===== config.mk =====
export PLATFORM = sky130hd
export DESIGN_NAME = adsrem_ctrl
export DESIGN_NICKNAME = d
export VERILOG_FILES = /design/src/sv/adsrem_pkg.sv /design/src/sv/adsrem_ctrl.sv
export SDC_FILE = /design/constraint.sdc
export NUM_CORES = 1
export LEC_CHECK = 0
export ABC_AREA = 1
export BUFFER_PORTS_ARGS = -buffer_cell sky130_fd_sc_hd__buf_2
export CAP_MARGIN = 0
export CORE_MARGIN = 4
export CORE_UTILIZATION = 53
export CTS_CLUSTER_DIAMETER = 200
export DETAILED_ROUTE_END_ITERATION = 10
export GPL_TIMING_DRIVEN = 0
export PLACE_DENSITY_LB_ADDON = 0.2
export SLEW_MARGIN = 5
export SYNTH_ARGS = -nofsm -noshare
export SYNTH_HDL_FRONTEND = slang
export SYNTH_SLANG_ARGS = --single-unit
export TNS_END_PERCENT = 30

===== constraint.sdc =====
create_clock -name i_clk -period 3.4 [get_ports i_clk]
set_input_delay 0.51 -clock i_clk [delete_from_list [all_inputs] [get_ports i_clk]]
set_output_delay 0.51 -clock i_clk [all_outputs]
set_load 0.1 [all_outputs]

===== src/sv/adsrem_pkg.sv =====
`timescale 1ns / 1ps
`default_nettype none
package adsrem_pkg;

    localparam int BUF_AW       = 16;
    localparam int BUFFER_DEPTH = 1 << BUF_AW;
    localparam int CNT_W        = BUF_AW + 1;

    localparam int CFG_IW = 3;
    localparam int CFG_DW = 18;

    localparam logic [CFG_IW-1:0] CFG_SAMPLE_RATE = 3'd0;
    localparam logic [CFG_IW-1:0] CFG_RELEASE     = 3'd1;
    localparam logic [CFG_IW-1:0] CFG_NOTE_ON     = 3'd2;
    localparam logic [CFG_IW-1:0] CFG_NOTE_OFF    = 3'd3;
    localparam logic [CFG_IW-1:0] CFG_ONSET       = 3'd4;

    localparam logic [1:0] ST_OK      = 2'd0;
    localparam logic [1:0] ST_INVALID = 2'd1;
    localparam logic [1:0] ST_ZERO    = 2'd2;

    localparam int OP_W = 4;
    localparam logic [OP_W-1:0] OP_NONE      = 4'd0;
    localparam logic [OP_W-1:0] OP_SETUP1    = 4'd1;
    localparam logic [OP_W-1:0] OP_SETUP2    = 4'd2;
    localparam logic [OP_W-1:0] OP_PEAK_INIT = 4'd3;
    localparam logic [OP_W-1:0] OP_ATK_INIT  = 4'd4;
    localparam logic [OP_W-1:0] OP_CALC1     = 4'd5;
    localparam logic [OP_W-1:0] OP_CALC2     = 4'd6;
    localparam logic [OP_W-1:0] OP_CALC3     = 4'd7;
    localparam logic [OP_W-1:0] OP_SUS_INIT  = 4'd8;
    localparam logic [OP_W-1:0] OP_DIV_INIT  = 4'd9;
    localparam logic [OP_W-1:0] OP_DEC_INIT  = 4'd10;
    localparam logic [OP_W-1:0] OP_REL_INIT  = 4'd11;
    localparam logic [OP_W-1:0] OP_RUN       = 4'd12;
    localparam logic [OP_W-1:0] OP_DIV_RUN   = 4'd13;
    localparam logic [OP_W-1:0] OP_LOAD      = 4'd14;

    typedef struct packed {
        logic            accept;
        logic [OP_W-1:0] op;
    } t_cmd;

    typedef struct packed {
        logic done;
        logic invalid;
        logic peak_zero;
        logic out_free;
    } t_stat;

endpackage
`default_nettype wire


===== src/sv/adsrem_ctrl.sv =====
`timescale 1ns / 1ps
`default_nettype none
module adsrem_ctrl import adsrem_pkg::*; (
    input  wire logic  i_clk,
    input  wire logic  i_rst_n,
    input  wire logic  i_in_valid,
    input  wire logic  i_last_sample,
    output logic       o_in_ready,
    input  wire t_stat i_stat,
    output t_cmd       o_cmd
);

    localparam logic [4:0] S_IDLE   = 5'd0;
    localparam logic [4:0] S_SETUP1 = 5'd1;
    localparam logic [4:0] S_SETUP2 = 5'd2;
    localparam logic [4:0] S_PEAK_I = 5'd3;
    localparam logic [4:0] S_PEAK   = 5'd4;
    localparam logic [4:0] S_ATK_I  = 5'd5;
    localparam logic [4:0] S_ATK    = 5'd6;
    localparam logic [4:0] S_CALC1  = 5'd7;
    localparam logic [4:0] S_CALC2  = 5'd8;
    localparam logic [4:0] S_CALC3  = 5'd9;
    localparam logic [4:0] S_SUS_I  = 5'd10;
    localparam logic [4:0] S_SUS    = 5'd11;
    localparam logic [4:0] S_DIV_I  = 5'd12;
    localparam logic [4:0] S_DIV    = 5'd13;
    localparam logic [4:0] S_DEC_I  = 5'd14;
    localparam logic [4:0] S_DEC    = 5'd15;
    localparam logic [4:0] S_REL_I  = 5'd16;
    localparam logic [4:0] S_REL    = 5'd17;
    localparam logic [4:0] S_OUT    = 5'd18;

    logic [4:0] r_state, n_state;

    assign o_in_ready = (r_state == S_IDLE);

    always_comb begin
        n_state      = r_state;
        o_cmd.accept = i_in_valid && o_in_ready;
        o_cmd.op     = OP_NONE;
        unique case (r_state)
            S_IDLE:   if (i_in_valid && i_last_sample) n_state = S_SETUP1;
            S_SETUP1: begin o_cmd.op = OP_SETUP1; n_state = S_SETUP2; end
            S_SETUP2: begin
                o_cmd.op = OP_SETUP2;
                n_state  = i_stat.invalid ? S_OUT : S_PEAK_I;
            end
            S_PEAK_I: begin o_cmd.op = OP_PEAK_INIT; n_state = S_PEAK; end
            S_PEAK: begin
                o_cmd.op = OP_RUN;
                if (i_stat.done) n_state = i_stat.peak_zero ? S_OUT : S_ATK_I;
            end
            S_ATK_I:  begin o_cmd.op = OP_ATK_INIT; n_state = S_ATK; end
            S_ATK: begin
                o_cmd.op = OP_RUN;
                if (i_stat.done) n_state = S_CALC1;
            end
            S_CALC1:  begin o_cmd.op = OP_CALC1; n_state = S_CALC2; end
            S_CALC2:  begin o_cmd.op = OP_CALC2; n_state = S_CALC3; end
            S_CALC3:  begin o_cmd.op = OP_CALC3; n_state = S_SUS_I; end
            S_SUS_I:  begin o_cmd.op = OP_SUS_INIT; n_state = S_SUS; end
            S_SUS: begin
                o_cmd.op = OP_RUN;
                if (i_stat.done) n_state = S_DIV_I;
            end
            S_DIV_I:  begin o_cmd.op = OP_DIV_INIT; n_state = S_DIV; end
            S_DIV: begin
                o_cmd.op = OP_DIV_RUN;
                if (i_stat.done) n_state = S_DEC_I;
            end
            S_DEC_I:  begin o_cmd.op = OP_DEC_INIT; n_state = S_DEC; end
            S_DEC: begin
                o_cmd.op = OP_RUN;
                if (i_stat.done) n_state = S_REL_I;
            end
            S_REL_I:  begin o_cmd.op = OP_REL_INIT; n_state = S_REL; end
            S_REL: begin
                o_cmd.op = OP_RUN;
                if (i_stat.done) n_state = S_OUT;
            end
            S_OUT: begin
                if (i_stat.out_free) begin
                    o_cmd.op = OP_LOAD;
                    n_state  = S_IDLE;
                end
            end
            default: n_state = S_IDLE;
        endcase
    end

    always_ff @(posedge i_clk) begin
        if (!i_rst_n) begin
            r_state <= S_IDLE;
        end else begin
            r_state <= n_state;
        end
    end

endmodule
`default_nettype wire


== After elaboration in Yosys (flattened, before gate mapping) ==
Index checks and enable logic that the tools add are counted.
Storage, ports and cells
  bits of input ports: 8
  word-level logic and storage cells: 45
  flip-flop bits (word level): 5
  output and inout port bits: 6
Operators by class
  muxes and demuxes: 13
  reduce and logical (&&, ||, !) cells: 5
  eq/ne operators: 26
Operators by type and width (number)
  one-hot mux 5 bit (19 select lines): 1
  one-hot mux 4 bit (14 select lines): 1
  2-to-1 mux 5 bit: 10
  == test 5 x 4 -> 1 bit (second input constant): 8
  == test 5 x 3 -> 1 bit (second input constant): 4
  == test 5 bit (second input constant): 3
  inequality test 2 bit (second input constant): 7
  == test 5 x 2 -> 1 bit (second input constant): 2
  AND reduction 8 bit: 1
  == test 5 x 1 -> 1 bit (second input constant): 1
  logical NOT 5 bit: 1
  OR reduction 5 bit: 1
  2-to-1 mux 4 bit: 1
  logical AND 1 bit: 2
  inequality test 2 x 1 -> 1 bit (second input constant): 1

== Longest topological paths before layout ==
Gate-level depths: netlist of the first run.
  depth after elaboration: 3
  depth in mapped cells: 11
  mapped depth without buffers: 10

== Worst setup path before layout of the first run ==
No wires, ideal clock.
  path kind: register -> output
  start: register r_state[0]
  end: output o_cmd[4] in the netlist's numbering
  cell stages (with the launch flop): 4
  arrival time: 2.899 ns
  buffers on the path: 0
  path slack: -0.009 ns
  cell sequence: dfxtp_1 > nor2_2 > inv_2 > nor3b_1
RTL lines
  from (decl): RTL line adsrem_ctrl.sv:33  | logic [4:0] r_state, n_state;
  from (signal assigned): RTL line adsrem_ctrl.sv:95  | r_state <= n_state;
  to (decl): RTL line adsrem_ctrl.sv:10  | output t_cmd o_cmd

==> impl_metrics.tcl, run 1 <==
set metrics [dict create \
    dp_hpwl_mm 1.58 \
    start_kind "flop" \
    cp_max_fo 8 \
    antenna_left 0 \
    vias 899 \
    utilization_pct 65.1 \
    drcViolationCount 0 \
    max_freq_ghz 0.403 \
    largest_reg_flops 5 \
    htreeDepth 1 \
    hold_depth 3 \
    status "completed" \
    yosys.area.top_type "nand2_1" \
    diodes 0 \
    postCtsSetupBuffers 0 \
    worst_r2r_endpoint "r_state[3]" \
    syn_area_um2 743 \
    place_ws_ps 1220 \
    grt_pass1_wl_mm 3.06 \
    setup_violations 0 \
    first_pass_iters 4 \
    finalNetCount 164 \
    rsz0062_at_grt "no" \
    syn_inst 138 \
    ys_seq_area_share_pct 13.5 \
    port_buffers 13 \
    yosys_register_bits 5 \
    relSlewSlack_pct 67.8 \
    crit_path_top_delay_cell "buf_2" \
    drv_slew 0 \
    finClkSkew_ps 1.64 \
    period_share_pct 73.1 \
    max_stage_delay_ps 450 \
    r2r_slack_ps 1910 \
    synth.net_count 146 \
    synth-edff-count 0 \
    wl_mm 1.91 \
    grt-ovfl-total 0 \
    hold_buffers 0 \
    required_ps 2890 \
    synth_commonest_cells "nand2_1 (39), nor2_1 (25), inv_1 (14), nand3_1 (14), nor2_2 (7)" \
    hp-class "in -> reg" \
    wl_per_cell_um 11.2 \
    clk_pin_slew_ps 40 \
    numCtsBuffers 3 \
    worst_slew_pin_slew_ps 486 \
    via_per_inst 5.29 \
    crit_family "simple AND/OR/NAND/NOR gates" \
    nFillCells 130 \
    setup-tns-final_ps 0 \
    fin_cells 170 \
    cts_resized 0 \
    cts_buffer_depth 2 \
    die_h_um 45.4 \
    die_x_um 45.4 \
    worst_slack_ps 916 \
    drv_cap 0 \
    die-area_um2 2070 \
    top_regs "r_state: 5 flops" \
    ys.warnings.count 0 \
    min_delay_worst_endpoint "r_state[1]" \
    dp.cells 166 \
    synth_top_area_share_pct 19.7 \
    synth_ff_type "dfxtp_1" \
    gp_congestion 0.939 \
    drtIter0Drc 31 \
    antenna_found_initial 0 \
    worstSkewPairLatency_ps 240 \
    critPathArrivalTime_ps 1970 \
    start_util_pct 56.4 \
    hold_viol_final 0 \
    grt_pass1_vias 766 \
    cp_cell_sequence "nor2_2 -> inv_2 -> nor3_1 -> nor2_1 -> o211ai_1 -> buf_2" \
    path_buf_inv 2 \
    postSynth.asyncResetShare_pct 0 \
    cts-root-buf "clkbuf_4" \
    top_register "r_state" \
    ys_top_cells_by_area "nand2_1 (20%), dfxtp_1 (13%), nor2_1 (13%), nand3_1 (9.4%), inv_1 (7.1%)" \
    drive_gt1_share_pct 26.5 \
    yosysMostFrequentCell "nand2_1" \
    r2r_start "r_state[1]" \
    grt_usage_pct 20.1 \
    grt_start_max_net_pins 11 \
    cts_tree "yes" \
    postSynthAreaPerCell_um2 5.39 \
    coreArea_um2 1320 \
    cts.sinks 5 \
    cp-end-kind "output pin" \
    critical_path_class "reg -> out" \
    area_delta_synth_final_pct 15.5 \
    rows 13 \
    r2r_cells 7 \
    layout_min_cycle_time_ps 2480 \
    min_from "i_rst_n" \
    ys_types 21 \
    io_pins 14 \
    startpoint "r_state[1]" \
]
-- cells in the final DEF (no fill, tap or decap) --
master | synthesis | layout
inv_2 | 5 | 5
nand4_1 | 4 | 4
nor2_1 | 25 | 25
buf_2 | 0 | 13
nand3b_1 | 1 | 1
clkbuf_4 | 0 | 3
o211ai_1 | 2 | 2
clkbuf_1 | 0 | 1
o2111ai_1 | 1 | 1
nor4_1 | 1 | 1
nand2_1 | 39 | 39
a21oi_1 | 4 | 4
o21ai_0 | 1 | 1
nand3_1 | 14 | 14
nor3b_2 | 0 | 1
nand2_4 | 1 | 1
nor2_2 | 7 | 7
nor2_4 | 4 | 4
nand2_2 | 4 | 4
inv_1 | 14 | 14
nand3_2 | 2 | 2
nor3_1 | 2 | 2
buf_6 | 1 | 1
dfxtp_1 | 5 | 5
-- kinds of logic (layout without fill, tap and decap cells) --
group	after synthesis	in the layout	synth area share (%)
simple gates	105	105	68.9
buf+inv	20	37	11.1
compound gates	8	8	6.56
flops	5	5	13.5
-- metrics by stage --
step	area (um^2)	hold slack [ps]
6_report	858	531
5_1_grt	858	537
4_1_cts	858	525
3_5_place_dp	832	630
3_3_place_gp	832	630
2_1_floorplan	748	595
-- worst max path at each step --
stage                          end  depth (start not counted)
after floorplan           o_cmd[0]                          4
after global placement    o_cmd[2]                          6
after detailed placement  o_cmd[2]                          6
after CTS                 o_cmd[2]                          6
after global routing      o_cmd[2]                          6
final                     o_cmd[2]                          6
-- metal layers --
layer  part of all wire [%]  routed length (um)  up-vias  global-route usage, %
li1                       -                   -      476                      -
met1                     45                 856      383                   26.2
met2                     46                 880       38                   33.4
met3                    7.5                 143        2                   5.93
met4                    1.3                  24        0                   2.34
met5                      0                   0        -                      0
-- area by class of cell --
cell class              count  area [um^2]  share of cell area, %
well taps                  15         18.8                   2.19
multi-input cells         113          566                   65.9
inverters                  19         71.3                   8.31
clock buffers               4         26.3                   3.06
repair buffers             13         65.1                   7.58
plain buffers               1         11.3                   1.31
flip-flops and latches      5          100                   11.7
-- worst register-to-register path: cells and delay by family, from the launching register on --
family / cells / cell delay, ps
AND/OR/NAND/NOR: 6 / 920
flip-flops: 1 / 400
buffers and inverters: 1 / 100
Power of run 1 is left out: the tool's default activity adds up to more than one toggle a clock period on the data nets, which glitch-free logic cannot reach.
==> run 2, diff against run 1 <==
Settings changed: CORE_UTILIZATION 53 to 48.
Clock period 3.4 ns to 2.2 ns, I/O delays scaled along.
==> impl_metrics.tcl, run 2 (synthesis results as in run 1) <==
set metrics [dict create \
    die_x_um 47.4 \
    diodes 0 \
    drv_cap 0 \
    area_delta_synth_final_pct 19.0 \
    drv_slew 0 \
    critPathArrivalTime_ps 1750 \
    critical_path_class "reg -> out" \
    layout_commonest_cell "nand2_1" \
    drcViolationCount 0 \
    rows 13 \
    dp_hpwl_mm 1.66 \
    via_per_inst 5.44 \
    required_ps 1870 \
    finClkSkew_ps 2.75 \
    io_pins 14 \
    status "completed" \
    htreeDepth 1 \
    coreArea_um2 1380 \
    port_buffers 13 \
    hp-class "in -> reg" \
    period_share_pct 94.4 \
    first_pass_iters 5 \
    grt-ovfl-total 0 \
    cts_tree "yes" \
    wl_per_cell_um 12.0 \
    cts.sinks 5 \
    cp-end-kind "output pin" \
    worst_slew_pin_slew_ps 483 \
    grt_usage_pct 22.0 \
    relSlewSlack_pct 68.0 \
    cts_buffer_depth 2 \
    top_regs "r_state: 5 flops" \
    gp_congestion 0.920 \
    hold_viol_final 0 \
    drive_gt1_share_pct 27.7 \
    antenna_found_initial 0 \
    die-area_um2 2240 \
    worstSkewPairLatency_ps 250 \
    top_register "r_state" \
    setup_violations 0 \
    start_util_pct 53.8 \
    finalNetCount 164 \
    max_freq_ghz 0.482 \
    largest_reg_flops 5 \
    final_cell_mix "nand2_1 (39), nor2_1 (25), inv_1 (14), nand3_1 (14), buf_2 (9)" \
    numCtsBuffers 3 \
    grt_pass1_wl_mm 3.46 \
    cts-root-buf "clkbuf_4" \
    hold_buffers 0 \
    cp_max_fo 8 \
    grt_pass1_vias 797 \
    vias 924 \
    nFillCells 144 \
    grt_start_max_net_pins 11 \
    antenna_left 0 \
    drtIter0Drc 19 \
    layout_min_cycle_time_ps 2080 \
    timing.hold.ws_ps 348 \
    die_h_um 47.4 \
    start_kind "flop" \
    wl_mm 2.04 \
    clk_pin_slew_ps 50 \
]
run 2: timing repair:
action,CTS,global route
endpoints found under the setup margin,3,4
gates resized for setup,3,5
buffers inserted,0,0
run 2: worst max-delay path: stages, from the launching register on:
cell and delay [ps]:
dfxtp_1 390, nor2_4 250, inv_2 90, nor3_1 280, nor2_1 110, o211ai_1 130, buf_6 260
run 2: layout make-up:
type / instances / area [um^2] / share of cell area [%]
Multi-Input combinational cell: 113 / 577 / 65.2
Timing Repair Buffer: 13 / 78.8 / 8.91
Buffer: 1 / 11.3 / 1.27
Sequential cell: 5 / 101 / 11.5
Clock buffer: 4 / 26.3 / 2.97
Tap cell: 15 / 18.8 / 2.12
Inverter: 19 / 71.3 / 8.06
run 2: metal layers:
layer	vias up	part of all wire [%]	GRT usage, %
li1	479	-	-
met1	411	43	28.1
met2	34	50	36.9
met3	0	6.9	7.28
met4	0	0	2.21
met5	-	0	0
run 2: through the flow:
step	setup TNS (ps)	instance area, um^2	util [%]	cells	setup WS (ps)
finish	0	885	64.0	170	124
global route	-6.50	885	64.0	170	-6.50
CTS	0	872	63.1	170	3.11
detailed placement	0	838	60.6	166	187
global placement	0	838	60.6	166	186
floorplan	-455	754	-	138	-319
run 2: worst paths after layout:
| path | slack (ps) | end | startpoint | cells after the start |
|---|---|---|---|---|
| worst min-delay path | 350 | r_state[1] | i_rst_n | 3 |
| worst max-delay path | 120 | o_cmd[2] | r_state[0] | 6 |
| worst max register to register | 680 | r_state[2] | r_state[4] | 11 |
| worst min register to register | 630 | r_state[1] | r_state[1] | 4 |
Power of run 2 is left out for the same reason.
